## config.mk

```make
export PLATFORM = sky130hd
export DESIGN_NAME = rls_two_param_estimator
export DESIGN_NICKNAME = d
export VERILOG_FILES = /design/src/design/rls_pkg.sv /design/src/design/rls_ctrl.sv /design/src/design/rls_dpath.sv /design/src/design/rls_two_param_estimator.sv
export VERILOG_INCLUDE_DIRS = /design/src /design/src/design
export SDC_FILE = /design/constraint.sdc
export NUM_CORES = 2
export LEC_CHECK = 0
export BUFFER_PORTS_ARGS = -buffer_cell sky130_fd_sc_hd__buf_2
export CORE_ASPECT_RATIO = 1.75
export CORE_MARGIN = 3
export CORE_UTILIZATION = 60
export CTS_CLUSTER_DIAMETER = 50
export CTS_CLUSTER_SIZE = 30
export DETAILED_ROUTE_END_ITERATION = 7
export HOLD_SLACK_MARGIN = 0.1
export PLACE_DENSITY = 0.74
export SYNTH_ARGS = -nofsm -noshare
export SYNTH_HDL_FRONTEND = slang
export SYNTH_SLANG_ARGS = --single-unit
```

## constraint.sdc

```tcl
create_clock -name clk -period 18.8 [get_ports clk]
set_input_delay 3.76 -clock clk [delete_from_list [all_inputs] [get_ports clk]]
set_output_delay 3.76 -clock clk [all_outputs]
set_load 0.05 [all_outputs]
```

## src/design/rls_two_param_estimator_defines.svh

```systemverilog
// Assertion macros for the two-parameter RLS estimator.
`ifndef RLS_TWO_PARAM_ESTIMATOR_DEFINES_SVH
`define RLS_TWO_PARAM_ESTIMATOR_DEFINES_SVH
`ifndef SYNTHESIS
`define RLS_CHECK(lbl, prop, msg) \
  lbl: assert property (@(posedge clk) disable iff (!rst_n) prop) else $error(msg);
`define RLS_CHECK_ALWAYS(lbl, prop, msg) \
  lbl: assert property (@(posedge clk) prop) else $error(msg);
`else
`define RLS_CHECK(lbl, prop, msg)
`define RLS_CHECK_ALWAYS(lbl, prop, msg)
`endif
`endif

```

## src/design/rls_pkg.sv

```systemverilog
// Shared types, codes and microprogram of the two-parameter RLS estimator.
package rls_pkg;

  localparam int WORD_BITS_DEF = 32;
  localparam int FRAC_BITS_DEF = 16;

  localparam int PC_BITS = 7;

  // datapath operations
  localparam logic [2:0] OP_EXT = 3'd0;
  localparam logic [2:0] OP_MOV = 3'd1;
  localparam logic [2:0] OP_ADD = 3'd2;
  localparam logic [2:0] OP_SUB = 3'd3;
  localparam logic [2:0] OP_MUL = 3'd4;
  localparam logic [2:0] OP_RCP = 3'd5;

  // register file slots
  localparam logic [3:0] RG_X0 = 4'd0;
  localparam logic [3:0] RG_X1 = 4'd1;
  localparam logic [3:0] RG_P0 = 4'd2;
  localparam logic [3:0] RG_P1 = 4'd3;
  localparam logic [3:0] RG_P2 = 4'd4;
  localparam logic [3:0] RG_P3 = 4'd5;
  localparam logic [3:0] RG_H1 = 4'd6;
  localparam logic [3:0] RG_H2 = 4'd7;
  localparam logic [3:0] RG_Y  = 4'd8;
  localparam logic [3:0] RG_R  = 4'd9;
  localparam logic [3:0] RG_T0 = 4'd10;
  localparam logic [3:0] RG_T1 = 4'd11;
  localparam logic [3:0] RG_T2 = 4'd12;
  localparam logic [3:0] RG_T3 = 4'd13;
  localparam logic [3:0] RG_T4 = 4'd14;
  localparam logic [3:0] RG_T5 = 4'd15;

  // external sources of OP_EXT, carried in the b field
  localparam logic [3:0] EX_H1   = 4'd0;
  localparam logic [3:0] EX_H2   = 4'd1;
  localparam logic [3:0] EX_Y    = 4'd2;
  localparam logic [3:0] EX_R    = 4'd3;
  localparam logic [3:0] EX_I1   = 4'd4;
  localparam logic [3:0] EX_I2   = 4'd5;
  localparam logic [3:0] EX_ONE  = 4'd6;
  localparam logic [3:0] EX_ZERO = 4'd7;

  // configuration register indexes
  localparam logic [1:0] CFG_INIT_ONE = 2'd0;
  localparam logic [1:0] CFG_INIT_TWO = 2'd1;
  localparam logic [1:0] CFG_NOISE    = 2'd2;

  // program entry points
  localparam logic [PC_BITS-1:0] UPD_BASE  = 7'd0;
  localparam logic [PC_BITS-1:0] RST_BASE  = 7'd55;
  localparam logic [PC_BITS-1:0] BOOT_BASE = 7'd61;

  typedef struct packed {
    logic [2:0] op;
    logic [3:0] dst;
    logic [3:0] a;
    logic [3:0] b;
    logic       last;
  } instr_t;

  typedef struct packed {
    logic   capture;
    logic   rd;
    logic   go;
    logic   load_out;
    instr_t instr;
  } cmd_t;

  typedef struct packed {
    logic done;
  } sts_t;

  function automatic instr_t mk(logic [2:0] op, logic [3:0] d, logic [3:0] a,
                                logic [3:0] b, logic last);
    instr_t u;
    u.op = op;
    u.dst = d;
    u.a = a;
    u.b = b;
    u.last = last;
    return u;
  endfunction

  function automatic instr_t ucode(logic [PC_BITS-1:0] pc);
    instr_t u;
    case (pc)
      7'd0:  u = mk(OP_EXT, RG_H1, RG_X0, EX_H1, 1'b0);
      7'd1:  u = mk(OP_EXT, RG_H2, RG_X0, EX_H2, 1'b0);
      7'd2:  u = mk(OP_EXT, RG_Y,  RG_X0, EX_Y,  1'b0);
      7'd3:  u = mk(OP_EXT, RG_R,  RG_X0, EX_R,  1'b0);
      // hP
      7'd4:  u = mk(OP_MUL, RG_T0, RG_H1, RG_P0, 1'b0);
      7'd5:  u = mk(OP_MUL, RG_T1, RG_H2, RG_P2, 1'b0);
      7'd6:  u = mk(OP_ADD, RG_T0, RG_T0, RG_T1, 1'b0);
      7'd7:  u = mk(OP_MUL, RG_T1, RG_H1, RG_P1, 1'b0);
      7'd8:  u = mk(OP_MUL, RG_T2, RG_H2, RG_P3, 1'b0);
      7'd9:  u = mk(OP_ADD, RG_T1, RG_T1, RG_T2, 1'b0);
      // S and 1/S
      7'd10: u = mk(OP_MUL, RG_T0, RG_T0, RG_H1, 1'b0);
      7'd11: u = mk(OP_MUL, RG_T1, RG_T1, RG_H2, 1'b0);
      7'd12: u = mk(OP_ADD, RG_T0, RG_T0, RG_T1, 1'b0);
      7'd13: u = mk(OP_ADD, RG_T0, RG_T0, RG_R,  1'b0);
      7'd14: u = mk(OP_RCP, RG_T0, RG_T0, RG_T0, 1'b0);
      // gain
      7'd15: u = mk(OP_MUL, RG_T1, RG_P0, RG_H1, 1'b0);
      7'd16: u = mk(OP_MUL, RG_T2, RG_P1, RG_H2, 1'b0);
      7'd17: u = mk(OP_ADD, RG_T1, RG_T1, RG_T2, 1'b0);
      7'd18: u = mk(OP_MUL, RG_T1, RG_T1, RG_T0, 1'b0);
      7'd19: u = mk(OP_MUL, RG_T2, RG_P2, RG_H1, 1'b0);
      7'd20: u = mk(OP_MUL, RG_T3, RG_P3, RG_H2, 1'b0);
      7'd21: u = mk(OP_ADD, RG_T2, RG_T2, RG_T3, 1'b0);
      7'd22: u = mk(OP_MUL, RG_T2, RG_T2, RG_T0, 1'b0);
      // innovation and estimate
      7'd23: u = mk(OP_MUL, RG_T3, RG_H1, RG_X0, 1'b0);
      7'd24: u = mk(OP_MUL, RG_T4, RG_H2, RG_X1, 1'b0);
      7'd25: u = mk(OP_ADD, RG_T3, RG_T3, RG_T4, 1'b0);
      7'd26: u = mk(OP_SUB, RG_T3, RG_Y,  RG_T3, 1'b0);
      7'd27: u = mk(OP_MUL, RG_T4, RG_T1, RG_T3, 1'b0);
      7'd28: u = mk(OP_ADD, RG_X0, RG_X0, RG_T4, 1'b0);
      7'd29: u = mk(OP_MUL, RG_T4, RG_T2, RG_T3, 1'b0);
      7'd30: u = mk(OP_ADD, RG_X1, RG_X1, RG_T4, 1'b0);
      // Kh
      7'd31: u = mk(OP_MUL, RG_T0, RG_T1, RG_H1, 1'b0);
      7'd32: u = mk(OP_MUL, RG_T3, RG_T1, RG_H2, 1'b0);
      7'd33: u = mk(OP_MUL, RG_T4, RG_T2, RG_H1, 1'b0);
      7'd34: u = mk(OP_MUL, RG_T5, RG_T2, RG_H2, 1'b0);
      // new covariance, parked in the input slots until all four are done
      7'd35: u = mk(OP_MUL, RG_T1, RG_T0, RG_P0, 1'b0);
      7'd36: u = mk(OP_MUL, RG_T2, RG_T3, RG_P2, 1'b0);
      7'd37: u = mk(OP_ADD, RG_T1, RG_T1, RG_T2, 1'b0);
      7'd38: u = mk(OP_SUB, RG_H1, RG_P0, RG_T1, 1'b0);
      7'd39: u = mk(OP_MUL, RG_T1, RG_T0, RG_P1, 1'b0);
      7'd40: u = mk(OP_MUL, RG_T2, RG_T3, RG_P3, 1'b0);
      7'd41: u = mk(OP_ADD, RG_T1, RG_T1, RG_T2, 1'b0);
      7'd42: u = mk(OP_SUB, RG_H2, RG_P1, RG_T1, 1'b0);
      7'd43: u = mk(OP_MUL, RG_T1, RG_T4, RG_P0, 1'b0);
      7'd44: u = mk(OP_MUL, RG_T2, RG_T5, RG_P2, 1'b0);
      7'd45: u = mk(OP_ADD, RG_T1, RG_T1, RG_T2, 1'b0);
      7'd46: u = mk(OP_SUB, RG_Y,  RG_P2, RG_T1, 1'b0);
      7'd47: u = mk(OP_MUL, RG_T1, RG_T4, RG_P1, 1'b0);
      7'd48: u = mk(OP_MUL, RG_T2, RG_T5, RG_P3, 1'b0);
      7'd49: u = mk(OP_ADD, RG_T1, RG_T1, RG_T2, 1'b0);
      7'd50: u = mk(OP_SUB, RG_R,  RG_P3, RG_T1, 1'b0);
      7'd51: u = mk(OP_MOV, RG_P0, RG_H1, RG_H1, 1'b0);
      7'd52: u = mk(OP_MOV, RG_P1, RG_H2, RG_H2, 1'b0);
      7'd53: u = mk(OP_MOV, RG_P2, RG_Y,  RG_Y,  1'b0);
      7'd54: u = mk(OP_MOV, RG_P3, RG_R,  RG_R,  1'b1);
      // restart
      7'd55: u = mk(OP_EXT, RG_X0, RG_X0, EX_I1,   1'b0);
      7'd56: u = mk(OP_EXT, RG_X1, RG_X0, EX_I2,   1'b0);
      7'd57: u = mk(OP_EXT, RG_P0, RG_X0, EX_ONE,  1'b0);
      7'd58: u = mk(OP_EXT, RG_P1, RG_X0, EX_ZERO, 1'b0);
      7'd59: u = mk(OP_EXT, RG_P2, RG_X0, EX_ZERO, 1'b0);
      7'd60: u = mk(OP_EXT, RG_P3, RG_X0, EX_ONE,  1'b1);
      // state load after reset
      7'd61: u = mk(OP_EXT, RG_X0, RG_X0, EX_ZERO, 1'b0);
      7'd62: u = mk(OP_EXT, RG_X1, RG_X0, EX_ZERO, 1'b0);
      7'd63: u = mk(OP_EXT, RG_P0, RG_X0, EX_ONE,  1'b0);
      7'd64: u = mk(OP_EXT, RG_P1, RG_X0, EX_ZERO, 1'b0);
      7'd65: u = mk(OP_EXT, RG_P2, RG_X0, EX_ZERO, 1'b0);
      7'd66: u = mk(OP_EXT, RG_P3, RG_X0, EX_ONE,  1'b1);
      default: u = mk(OP_MOV, RG_T0, RG_T0, RG_T0, 1'b1);
    endcase
    return u;
  endfunction

endpackage

```

## src/design/rls_ctrl.sv

```systemverilog
// Sequencer: steps the microprogram and drives the datapath commands.
module rls_ctrl (
  input  logic          clk,
  input  logic          rst_n,
  input  logic          in_valid,
  output logic          in_ready,
  input  logic          in_opcode,
  output logic          out_valid,
  input  logic          out_ready,
  output rls_pkg::cmd_t cmd,
  input  rls_pkg::sts_t sts
);
  import rls_pkg::*;

  localparam logic [2:0] S_IDLE = 3'd0;
  localparam logic [2:0] S_RD   = 3'd1;
  localparam logic [2:0] S_GO   = 3'd2;
  localparam logic [2:0] S_WAIT = 3'd3;
  localparam logic [2:0] S_FIN  = 3'd4;

  logic [2:0]         state_r, state_nxt;
  logic [PC_BITS-1:0] pc_r, pc_nxt;
  logic               boot_r, boot_nxt;
  logic               out_valid_r, out_valid_nxt;
  instr_t             instr;

  assign instr     = ucode(pc_r);
  assign in_ready  = (state_r == S_IDLE);
  assign out_valid = out_valid_r;

  always_comb begin
    state_nxt    = state_r;
    pc_nxt       = pc_r;
    boot_nxt     = boot_r;
    cmd.capture  = 1'b0;
    cmd.rd       = 1'b0;
    cmd.go       = 1'b0;
    cmd.load_out = 1'b0;
    cmd.instr    = instr;
    case (state_r)
      S_IDLE: begin
        if (in_valid) begin
          cmd.capture = 1'b1;
          pc_nxt      = in_opcode ? RST_BASE : UPD_BASE;
          state_nxt   = S_RD;
        end
      end
      S_RD: begin
        cmd.rd    = 1'b1;
        state_nxt = S_GO;
      end
      S_GO, S_WAIT: begin
        cmd.go = (state_r == S_GO);
        if (sts.done) begin
          if (instr.last) begin
            state_nxt = S_FIN;
          end else begin
            pc_nxt    = pc_r + 1'b1;
            state_nxt = S_RD;
          end
        end else begin
          state_nxt = S_WAIT;
        end
      end
      S_FIN: begin
        if (boot_r) begin
          boot_nxt  = 1'b0;
          state_nxt = S_IDLE;
        end else if (!out_valid_r || out_ready) begin
          cmd.load_out = 1'b1;
          state_nxt    = S_IDLE;
        end
      end
      default: state_nxt = S_IDLE;
    endcase
  end

  always_comb begin
    out_valid_nxt = out_valid_r;
    if (cmd.load_out) begin
      out_valid_nxt = 1'b1;
    end else if (out_ready) begin
      out_valid_nxt = 1'b0;
    end
  end

  always_ff @(posedge clk) begin
    if (!rst_n) begin
      state_r     <= S_RD;
      pc_r        <= BOOT_BASE;
      boot_r      <= 1'b1;
      out_valid_r <= 1'b0;
    end else begin
      state_r     <= state_nxt;
      pc_r        <= pc_nxt;
      boot_r      <= boot_nxt;
      out_valid_r <= out_valid_nxt;
    end
  end

endmodule

```

## src/design/rls_dpath.sv

```systemverilog
// Datapath: register file, saturating adder, split multiplier, reciprocal divider.
module rls_dpath #(
  parameter int WORD_BITS = rls_pkg::WORD_BITS_DEF,
  parameter int FRAC_BITS = rls_pkg::FRAC_BITS_DEF
) (
  input  logic               clk,
  input  logic               rst_n,
  input  rls_pkg::cmd_t      cmd,
  output rls_pkg::sts_t      sts,
  input  logic               cfg_we,
  input  logic [1:0]         cfg_index,
  input  logic [31:0]        cfg_data,
  input  logic signed [31:0] in_regressor_one,
  input  logic signed [31:0] in_regressor_two,
  input  logic signed [31:0] in_measured_value,
  output logic signed [31:0] out_estimate_one,
  output logic signed [31:0] out_estimate_two,
  output logic               out_zero_variance,
  output logic               out_saturated
);
  import rls_pkg::*;

  localparam int W   = WORD_BITS;
  localparam int F   = FRAC_BITS;
  localparam int XW  = (W > 32 ? W : 32) + 1;
  localparam int NW  = (2 * F > W ? 2 * F : W) + 1;
  localparam int MW  = (2 * W + 1 > NW) ? 2 * W + 1 : NW;
  localparam int LB  = (W + 1) / 2;
  localparam int HB  = W - LB;
  localparam int DCW = $clog2(NW + 1);

  localparam logic signed [XW-1:0] MAXX = {{(XW - W + 1){1'b0}}, {(W - 1){1'b1}}};
  localparam logic signed [XW-1:0] MINX = {{(XW - W + 1){1'b1}}, {(W - 1){1'b0}}};

  // saturate a signed value to the word: {flag, value}
  function automatic logic [W:0] sat(logic signed [XW-1:0] v);
    if (v > MAXX) begin
      return {1'b1, MAXX[W-1:0]};
    end else if (v < MINX) begin
      return {1'b1, MINX[W-1:0]};
    end
    return {1'b0, v[W-1:0]};
  endfunction

  // saturate a magnitude with a sign: {flag, value}
  function automatic logic [W:0] sat_mag(logic neg, logic [MW-1:0] m);
    logic [MW-1:0] lim;
    logic [W-1:0]  mm;
    logic          f;
    lim = (MW'(1) << (W - 1)) - MW'(!neg);
    f   = (m > lim);
    mm  = f ? lim[W-1:0] : m[W-1:0];
    return {f, neg ? (~mm + 1'b1) : mm};
  endfunction

  function automatic logic signed [XW-1:0] sx(logic [W-1:0] v);
    return {{(XW - W){v[W-1]}}, v};
  endfunction

  function automatic logic [W-1:0] mag(logic [W-1:0] v);
    return v[W-1] ? (~v + 1'b1) : v;
  endfunction

  // configuration
  logic [31:0] cfg_i1_r, cfg_i2_r;
  logic [30:0] cfg_noise_r;

  always_ff @(posedge clk) begin
    if (!rst_n) begin
      cfg_i1_r    <= '0;
      cfg_i2_r    <= '0;
      cfg_noise_r <= '0;
    end else if (cfg_we) begin
      case (cfg_index)
        CFG_INIT_ONE: cfg_i1_r    <= cfg_data;
        CFG_INIT_TWO: cfg_i2_r    <= cfg_data;
        CFG_NOISE:    cfg_noise_r <= cfg_data[30:0];
        default: ;
      endcase
    end
  end

  // captured item fields
  logic [31:0] h1_r, h2_r, y_r;

  always_ff @(posedge clk) begin
    if (cmd.capture) begin
      h1_r <= in_regressor_one;
      h2_r <= in_regressor_two;
      y_r  <= in_measured_value;
    end
  end

  // register file, registered read
  logic [W-1:0] rf [16];
  logic [W-1:0] ra_r, rb_r;
  logic         wr_en;
  logic [W-1:0] wd;
  logic         wflag;

  always_ff @(posedge clk) begin
    if (wr_en) begin
      rf[cmd.instr.dst] <= wd;
    end
    if (cmd.rd) begin
      ra_r <= rf[cmd.instr.a];
      rb_r <= rf[cmd.instr.b];
    end
  end

  // operations that write back in their issue cycle
  logic signed [XW-1:0] one_x, ext_v, alu_v;
  logic [W:0]           alu_s;
  logic                 is_rcp, rcp_zero, go_alu;

  assign one_x    = XW'(1) << F;
  assign is_rcp   = (cmd.instr.op == OP_RCP);
  assign rcp_zero = (ra_r == '0);
  assign go_alu   = cmd.go && (cmd.instr.op != OP_MUL) && !(is_rcp && !rcp_zero);

  always_comb begin
    case (cmd.instr.b)
      EX_H1:   ext_v = {{(XW - 32){h1_r[31]}}, h1_r};
      EX_H2:   ext_v = {{(XW - 32){h2_r[31]}}, h2_r};
      EX_Y:    ext_v = {{(XW - 32){y_r[31]}}, y_r};
      EX_R:    ext_v = {{(XW - 31){1'b0}}, cfg_noise_r};
      EX_I1:   ext_v = {{(XW - 32){cfg_i1_r[31]}}, cfg_i1_r};
      EX_I2:   ext_v = {{(XW - 32){cfg_i2_r[31]}}, cfg_i2_r};
      EX_ONE:  ext_v = one_x;
      default: ext_v = '0;
    endcase
    case (cmd.instr.op)
      OP_EXT:  alu_v = ext_v;
      OP_ADD:  alu_v = sx(ra_r) + sx(rb_r);
      OP_SUB:  alu_v = sx(ra_r) - sx(rb_r);
      OP_RCP:  alu_v = one_x;
      default: alu_v = sx(ra_r);
    endcase
    alu_s = sat(alu_v);
  end

  // multiplier: magnitude times low half, then high half, then round and saturate
  logic [W-1:0]    ma_r, mb_r;
  logic            mneg_r;
  logic [1:0]      mstep_r;
  logic [W+LB-1:0] plo_r;
  logic [W+HB-1:0] phi_r;
  logic [MW-1:0]   mfull;
  logic [W:0]      mul_s;
  logic            mul_fin;

  assign mul_fin = (mstep_r == 2'd3);
  assign mfull   = (MW'(plo_r) + (MW'(phi_r) << LB) + (MW'(1) << (F - 1))) >> F;
  assign mul_s   = sat_mag(mneg_r, mfull);

  always_ff @(posedge clk) begin
    if (!rst_n) begin
      mstep_r <= 2'd0;
    end else if (cmd.go && cmd.instr.op == OP_MUL) begin
      mstep_r <= 2'd1;
    end else if (mstep_r != 2'd0) begin
      mstep_r <= mstep_r + 2'd1;
    end
  end

  always_ff @(posedge clk) begin
    if (cmd.go) begin
      ma_r   <= mag(ra_r);
      mb_r   <= mag(rb_r);
      mneg_r <= ra_r[W-1] ^ rb_r[W-1];
    end
    if (mstep_r == 2'd1) begin
      plo_r <= ma_r * mb_r[LB-1:0];
    end
    if (mstep_r == 2'd2) begin
      phi_r <= ma_r * mb_r[W-1:LB];
    end
  end

  // reciprocal: restoring division of 2^(2F) + |S|/2 by |S|, one bit a cycle
  logic           div_busy_r;
  logic [DCW-1:0] dcnt_r;
  logic [NW-1:0]  dn_r;
  logic [W:0]     rem_r;
  logic [W-1:0]   dd_r;
  logic           dneg_r;
  logic [W:0]     trial;
  logic           qbit;
  logic           div_fin;
  logic [W:0]     div_s;
  logic [W-1:0]   ra_mag;

  assign ra_mag  = mag(ra_r);
  assign trial   = {rem_r[W-1:0], dn_r[NW-1]};
  assign qbit    = (trial >= {1'b0, dd_r});
  assign div_fin = div_busy_r && (dcnt_r == '0);
  assign div_s   = sat_mag(dneg_r, MW'(dn_r));

  always_ff @(posedge clk) begin
    if (!rst_n) begin
      div_busy_r <= 1'b0;
    end else if (cmd.go && is_rcp && !rcp_zero) begin
      div_busy_r <= 1'b1;
    end else if (div_fin) begin
      div_busy_r <= 1'b0;
    end
  end

  always_ff @(posedge clk) begin
    if (cmd.go && is_rcp) begin
      dd_r   <= ra_mag;
      dneg_r <= ra_r[W-1];
      dn_r   <= (NW'(1) << (2 * F)) + NW'(ra_mag >> 1);
      rem_r  <= '0;
      dcnt_r <= DCW'(NW);
    end else if (div_busy_r && dcnt_r != '0) begin
      rem_r  <= qbit ? (trial - {1'b0, dd_r}) : trial;
      dn_r   <= {dn_r[NW-2:0], qbit};
      dcnt_r <= dcnt_r - 1'b1;
    end
  end

  // write back
  always_comb begin
    if (mul_fin) begin
      {wflag, wd} = mul_s;
    end else if (div_fin) begin
      {wflag, wd} = div_s;
    end else begin
      {wflag, wd} = alu_s;
    end
  end

  assign wr_en    = go_alu || mul_fin || div_fin;
  assign sts.done = wr_en;

  // estimate copies, flags and result register
  logic [W-1:0]         est0_r, est1_r;
  logic                 sat_r, zero_r;
  logic signed [XW-1:0] est0_x, est1_x;

  assign est0_x = sx(est0_r);
  assign est1_x = sx(est1_r);

  always_ff @(posedge clk) begin
    if (wr_en && cmd.instr.dst == RG_X0) begin
      est0_r <= wd;
    end
    if (wr_en && cmd.instr.dst == RG_X1) begin
      est1_r <= wd;
    end
    if (cmd.capture) begin
      sat_r  <= 1'b0;
      zero_r <= 1'b0;
    end else begin
      if (wr_en && wflag) begin
        sat_r <= 1'b1;
      end
      if (cmd.go && is_rcp && rcp_zero) begin
        zero_r <= 1'b1;
      end
    end
    if (cmd.load_out) begin
      out_estimate_one  <= est0_x[31:0];
      out_estimate_two  <= est1_x[31:0];
      out_zero_variance <= zero_r;
      out_saturated     <= sat_r;
    end
  end

endmodule

```

## src/design/rls_two_param_estimator.sv

```systemverilog
// Top level of the two-parameter recursive least squares estimator.
//
//  channel  direction  handshake            payload
//  in_      input      in_valid/in_ready    opcode, regressor_one/two, measured_value
//  out_     output     out_valid/out_ready  estimate_one/two, zero_variance, saturated
//  cfg_     input      cfg_we               cfg_index, cfg_data
//
// One item at a time through a shared datapath. An update item runs 55
// microinstructions: 28 multiplies, 26 moves and adds and one reciprocal.
// Words are Q16.16 by default. After reset a state load runs before the
// first item is taken. A result waiting on out_ready does not hold off the
// next item; only the following finish waits for the slot.
module rls_two_param_estimator #(
  parameter int WORD_BITS = rls_pkg::WORD_BITS_DEF,
  parameter int FRAC_BITS = rls_pkg::FRAC_BITS_DEF
) (
  input  logic               clk,
  input  logic               rst_n,
  input  logic               in_valid,
  output logic               in_ready,
  input  logic               in_opcode,
  input  logic signed [31:0] in_regressor_one,
  input  logic signed [31:0] in_regressor_two,
  input  logic signed [31:0] in_measured_value,
  output logic               out_valid,
  input  logic               out_ready,
  output logic signed [31:0] out_estimate_one,
  output logic signed [31:0] out_estimate_two,
  output logic               out_zero_variance,
  output logic               out_saturated,
  input  logic               cfg_we,
  input  logic [1:0]         cfg_index,
  input  logic [31:0]        cfg_data
);
  import rls_pkg::*;

  `include "rls_two_param_estimator_defines.svh"

  cmd_t cmd;
  sts_t sts;

  rls_ctrl u_ctrl (
    .clk       (clk),
    .rst_n     (rst_n),
    .in_valid  (in_valid),
    .in_ready  (in_ready),
    .in_opcode (in_opcode),
    .out_valid (out_valid),
    .out_ready (out_ready),
    .cmd       (cmd),
    .sts       (sts)
  );

  rls_dpath #(
    .WORD_BITS (WORD_BITS),
    .FRAC_BITS (FRAC_BITS)
  ) u_dpath (
    .clk               (clk),
    .rst_n             (rst_n),
    .cmd               (cmd),
    .sts               (sts),
    .cfg_we            (cfg_we),
    .cfg_index         (cfg_index),
    .cfg_data          (cfg_data),
    .in_regressor_one  (in_regressor_one),
    .in_regressor_two  (in_regressor_two),
    .in_measured_value (in_measured_value),
    .out_estimate_one  (out_estimate_one),
    .out_estimate_two  (out_estimate_two),
    .out_zero_variance (out_zero_variance),
    .out_saturated     (out_saturated)
  );

  `RLS_CHECK(a_one_item, in_valid && in_ready |=> !in_ready, "second item taken while busy")
  `RLS_CHECK(a_done_busy, sts.done |-> !in_ready, "unit finished while idle")
  `RLS_CHECK(a_out_slot, cmd.load_out |-> (!out_valid || out_ready), "result overwritten")
  `RLS_CHECK_ALWAYS(a_rd_go, !(cmd.rd && cmd.go), "read and issue in one cycle")

endmodule

```

==> metrics.yaml <==
grt:
  antenna_found_initial: 20
  overflow: 0
  use_met2_pct: 64.7
  grt_pass1_vias: 68100
  grt_busiest_layer: "met2"
  grt.met1_usage_pct: 39.8
  grtUsageTotal_pct: 38.0
  grt_max_degree: 76
  use_met3_pct: 6.90
  grt_pass1_wl_mm: 423
hold_path:
  hold_path_depth: 2
  min_path_type: "flop to flop"
clocking:
  clockBufferDepth: 3
  postCtsSetupBuffers: 0
  cts_made_buffers: 60
  cts_root_buf: "clkbuf_16"
  cts-resized-gates: 0
  clk_pin_slew_ns: 0.10
  ctsHtreeMaxLevel: 2
  ctsHoldBuffers: 0
  clock_latency_ns: 0.74
  cts_tree: "done"
  cts.sinks: 1116
worst_setup_path:
  crit_top_cell: "o21ai_1"
  cp.required_ns: 19.11
  crit_type: "flop to flop"
  critPathCaptureType: "flop"
  crit_fanout: 46
  cp-start-kind: "flop"
  r2r_cells: 31
  cp_slowest_cell: "a2bb2oi_1"
  crit_arrival_ns: 9.99
  cp_slowest_stage_delay_ns: 1.03
logic_synthesis:
  synth.largest_area_cell: "edfxtp_1"
  netlist_area_um2: 88100
  yosys_warnings: 0
  avgSynthCellArea_um2: 11.1
  async_reset_ff_share_pct: 0
  yosysTopAreaCellShare_pct: 32.4
  ys_seq_elements: 1116
  synthTopCellsByArea: "edfxtp_1 32%, fa_1 19%, mux4_2 8.2%"
  synth_nets: 9350
  synth_cell_types: 103
  synth-seq-area-share_pct: 36.2
  synth_top_flop_cell: "edfxtp_1"
  netlist_instances: 7962
  synth_edf_count: 950
status:
  violations: "capacitance limit, slew limit"
  status: "finished with violations"
floorplanning:
  die_w_um: 296
  core-area_um2: 146000
  pin_count: 204
  dieArea_um2: 152000
  start_util_pct: 60.5
  dieHeight_um: 513
  rows: 185
sta:
  slew_violations: 2
  slew_headroom_pct: -1.55
  finalCritPeriodShare_pct: 51.5
  grt_setup_unrepaired: "false"
  finalCriticalPeriod_ns: 9.68
  hold_viol: 0
  setup_viol: 0
  fmax_mhz: 103
  fin_skew_ns: 0.0594
  worst_pin_slew_ns: 1.51
  finalSetupTns_ns: 0
  fin_ws_ns: 9.12
final_layout:
  drive_above_1_share_pct: 11.0
  n_fill_cell: 11200
  fin_cells: 9851
  final_area_um2: 93400
  final_nets: 9310
  layout_common_cells: "1163 x nand2_1, 950 x edfxtp_1, 913 x inv_1"
  mostFrequentLayoutCell: "nand2_1"
  area_delta_synth_final_pct: 6.00
placed_design:
  globalplace.congestion: 1.07
  dp_slack_ns: 9.29
  dp_hpwl_mm: 206
  place_area_um2: 91200
  placed_cells: 9730
  io_buffers: 203
drt:
  wirelength_mm: 283
  drt_iter0_markers: 5928
  vias: 64800
  vias_per_cell: 6.57
  detail_route.wl_per_cell_um: 28.7
  drc: 0
  firstDrtPassIters: 8
  ant_nets: 0
job:
  maxCapViolCount: 1
[synthesized netlist by cell type, types with 31 or more instances]
| cell | instances |
|---|---|
| a211oi_1 | 46 |
| a21boi_0 | 104 |
| a21o_1 | 107 |
| a21oi_1 | 360 |
| a222oi_1 | 61 |
| a31oi_1 | 44 |
| and2_1 | 373 |
| buf_1 | 42 |
| clkbuf_1 | 405 |
| dfxtp_1 | 166 |
| edfxtp_1 | 950 |
| fa_1 | 838 |
| ha_1 | 414 |
| inv_1 | 913 |
| mux4_2 | 320 |
| nand2_1 | 1163 |
| nand2b_1 | 51 |
| nand3_1 | 71 |
| nand4_1 | 36 |
| nor2_1 | 303 |
| nor2b_1 | 48 |
| nor3_1 | 94 |
| nor4_1 | 31 |
| o21a_1 | 42 |
| o21ai_0 | 222 |
| o31ai_1 | 46 |
| or3_1 | 31 |
| xnor2_1 | 169 |
| xor2_1 | 78 |
[flip-flops by register name, indices dropped and copies added (netlist names), 33 cells and up]
register,flops
u_dpath.dn_r,33
u_dpath.plo_r,33
u_dpath.rf,450
u_dpath.phi_r,48
[path summary, 6_finish.rpt]
kind                                   startpoint            endpoint  slack [ns]
worst min-delay path            u_dpath.rem_r[31]   u_dpath.rem_r[31]        0.47
worst min register to register  u_dpath.rem_r[31]   u_dpath.rem_r[31]        0.47
worst max-delay path             u_dpath.phi_r[0]  u_dpath.rf[13][22]        9.12
worst max register to register   u_dpath.phi_r[0]  u_dpath.rf[13][22]        9.12
[area by class of cell]
class	instances	area (um2)	area share [%]
Inverter	917	3440	3.69
Sequential cell	1116	31900	34.1
Antenna cell	14	35.0	0.0375
Multi-Input combinational cell	5467	51300	55.0
Timing Repair Buffer	360	2200	2.35
Tap cell	1870	2340	2.51
Clock buffer	72	1610	1.72
Clock inverter	35	568	0.608
[metrics by stage]
step / util [%] / hold WS, ns
CTS: 64.1 / 0.467
global placement: 62.6 / 0.420
floorplan: - / 0.409
global route: 64.1 / 0.477
finish: 64.1 / 0.470
detailed placement: 62.6 / 0.449
[critical path, delay by kind of cell (launching register included)]
| kind | cells | cell delay [ns] |
|---|---|---|
| AO/OA/AOI/OAI | 16 | 4.39 |
| buffers and inverters | 2 | 0.41 |
| XOR/XNOR | 2 | 0.69 |
| flip-flops | 1 | 0.43 |
| adder cells (fa/ha/maj) | 3 | 1.09 |
| AND/OR/NAND/NOR | 8 | 2.26 |
[routing by layer]
| layer | up-vias | share of wire, % |
|---|---|---|
| met4 | 14 | 11 |
| li1 | 27400 | - |
| met2 | 3553 | 50 |
| met5 | - | 0.033 |
| met1 | 32600 | 31 |
| met3 | 1227 | 7.8 |
[logic make-up (layout without fill, tap and decap cells)]
logic type	after synthesis	after routing	share of synthesized area, %
AND/OR/NAND/NOR	2332	2332	12.4
buffers and inverters	1379	1384	5.92
AO/OA/AOI/OAI	1291	1291	9.68
adder cells (fa/ha/maj)	1252	1252	24.9
flip-flops	1116	1116	36.2
multiplexers	345	345	8.47
XOR/XNOR	247	247	2.46
other	0	14	0
Power is left out: the tool's default activity adds up to more than one toggle a clock period on the data nets, which glitch-free logic cannot reach.
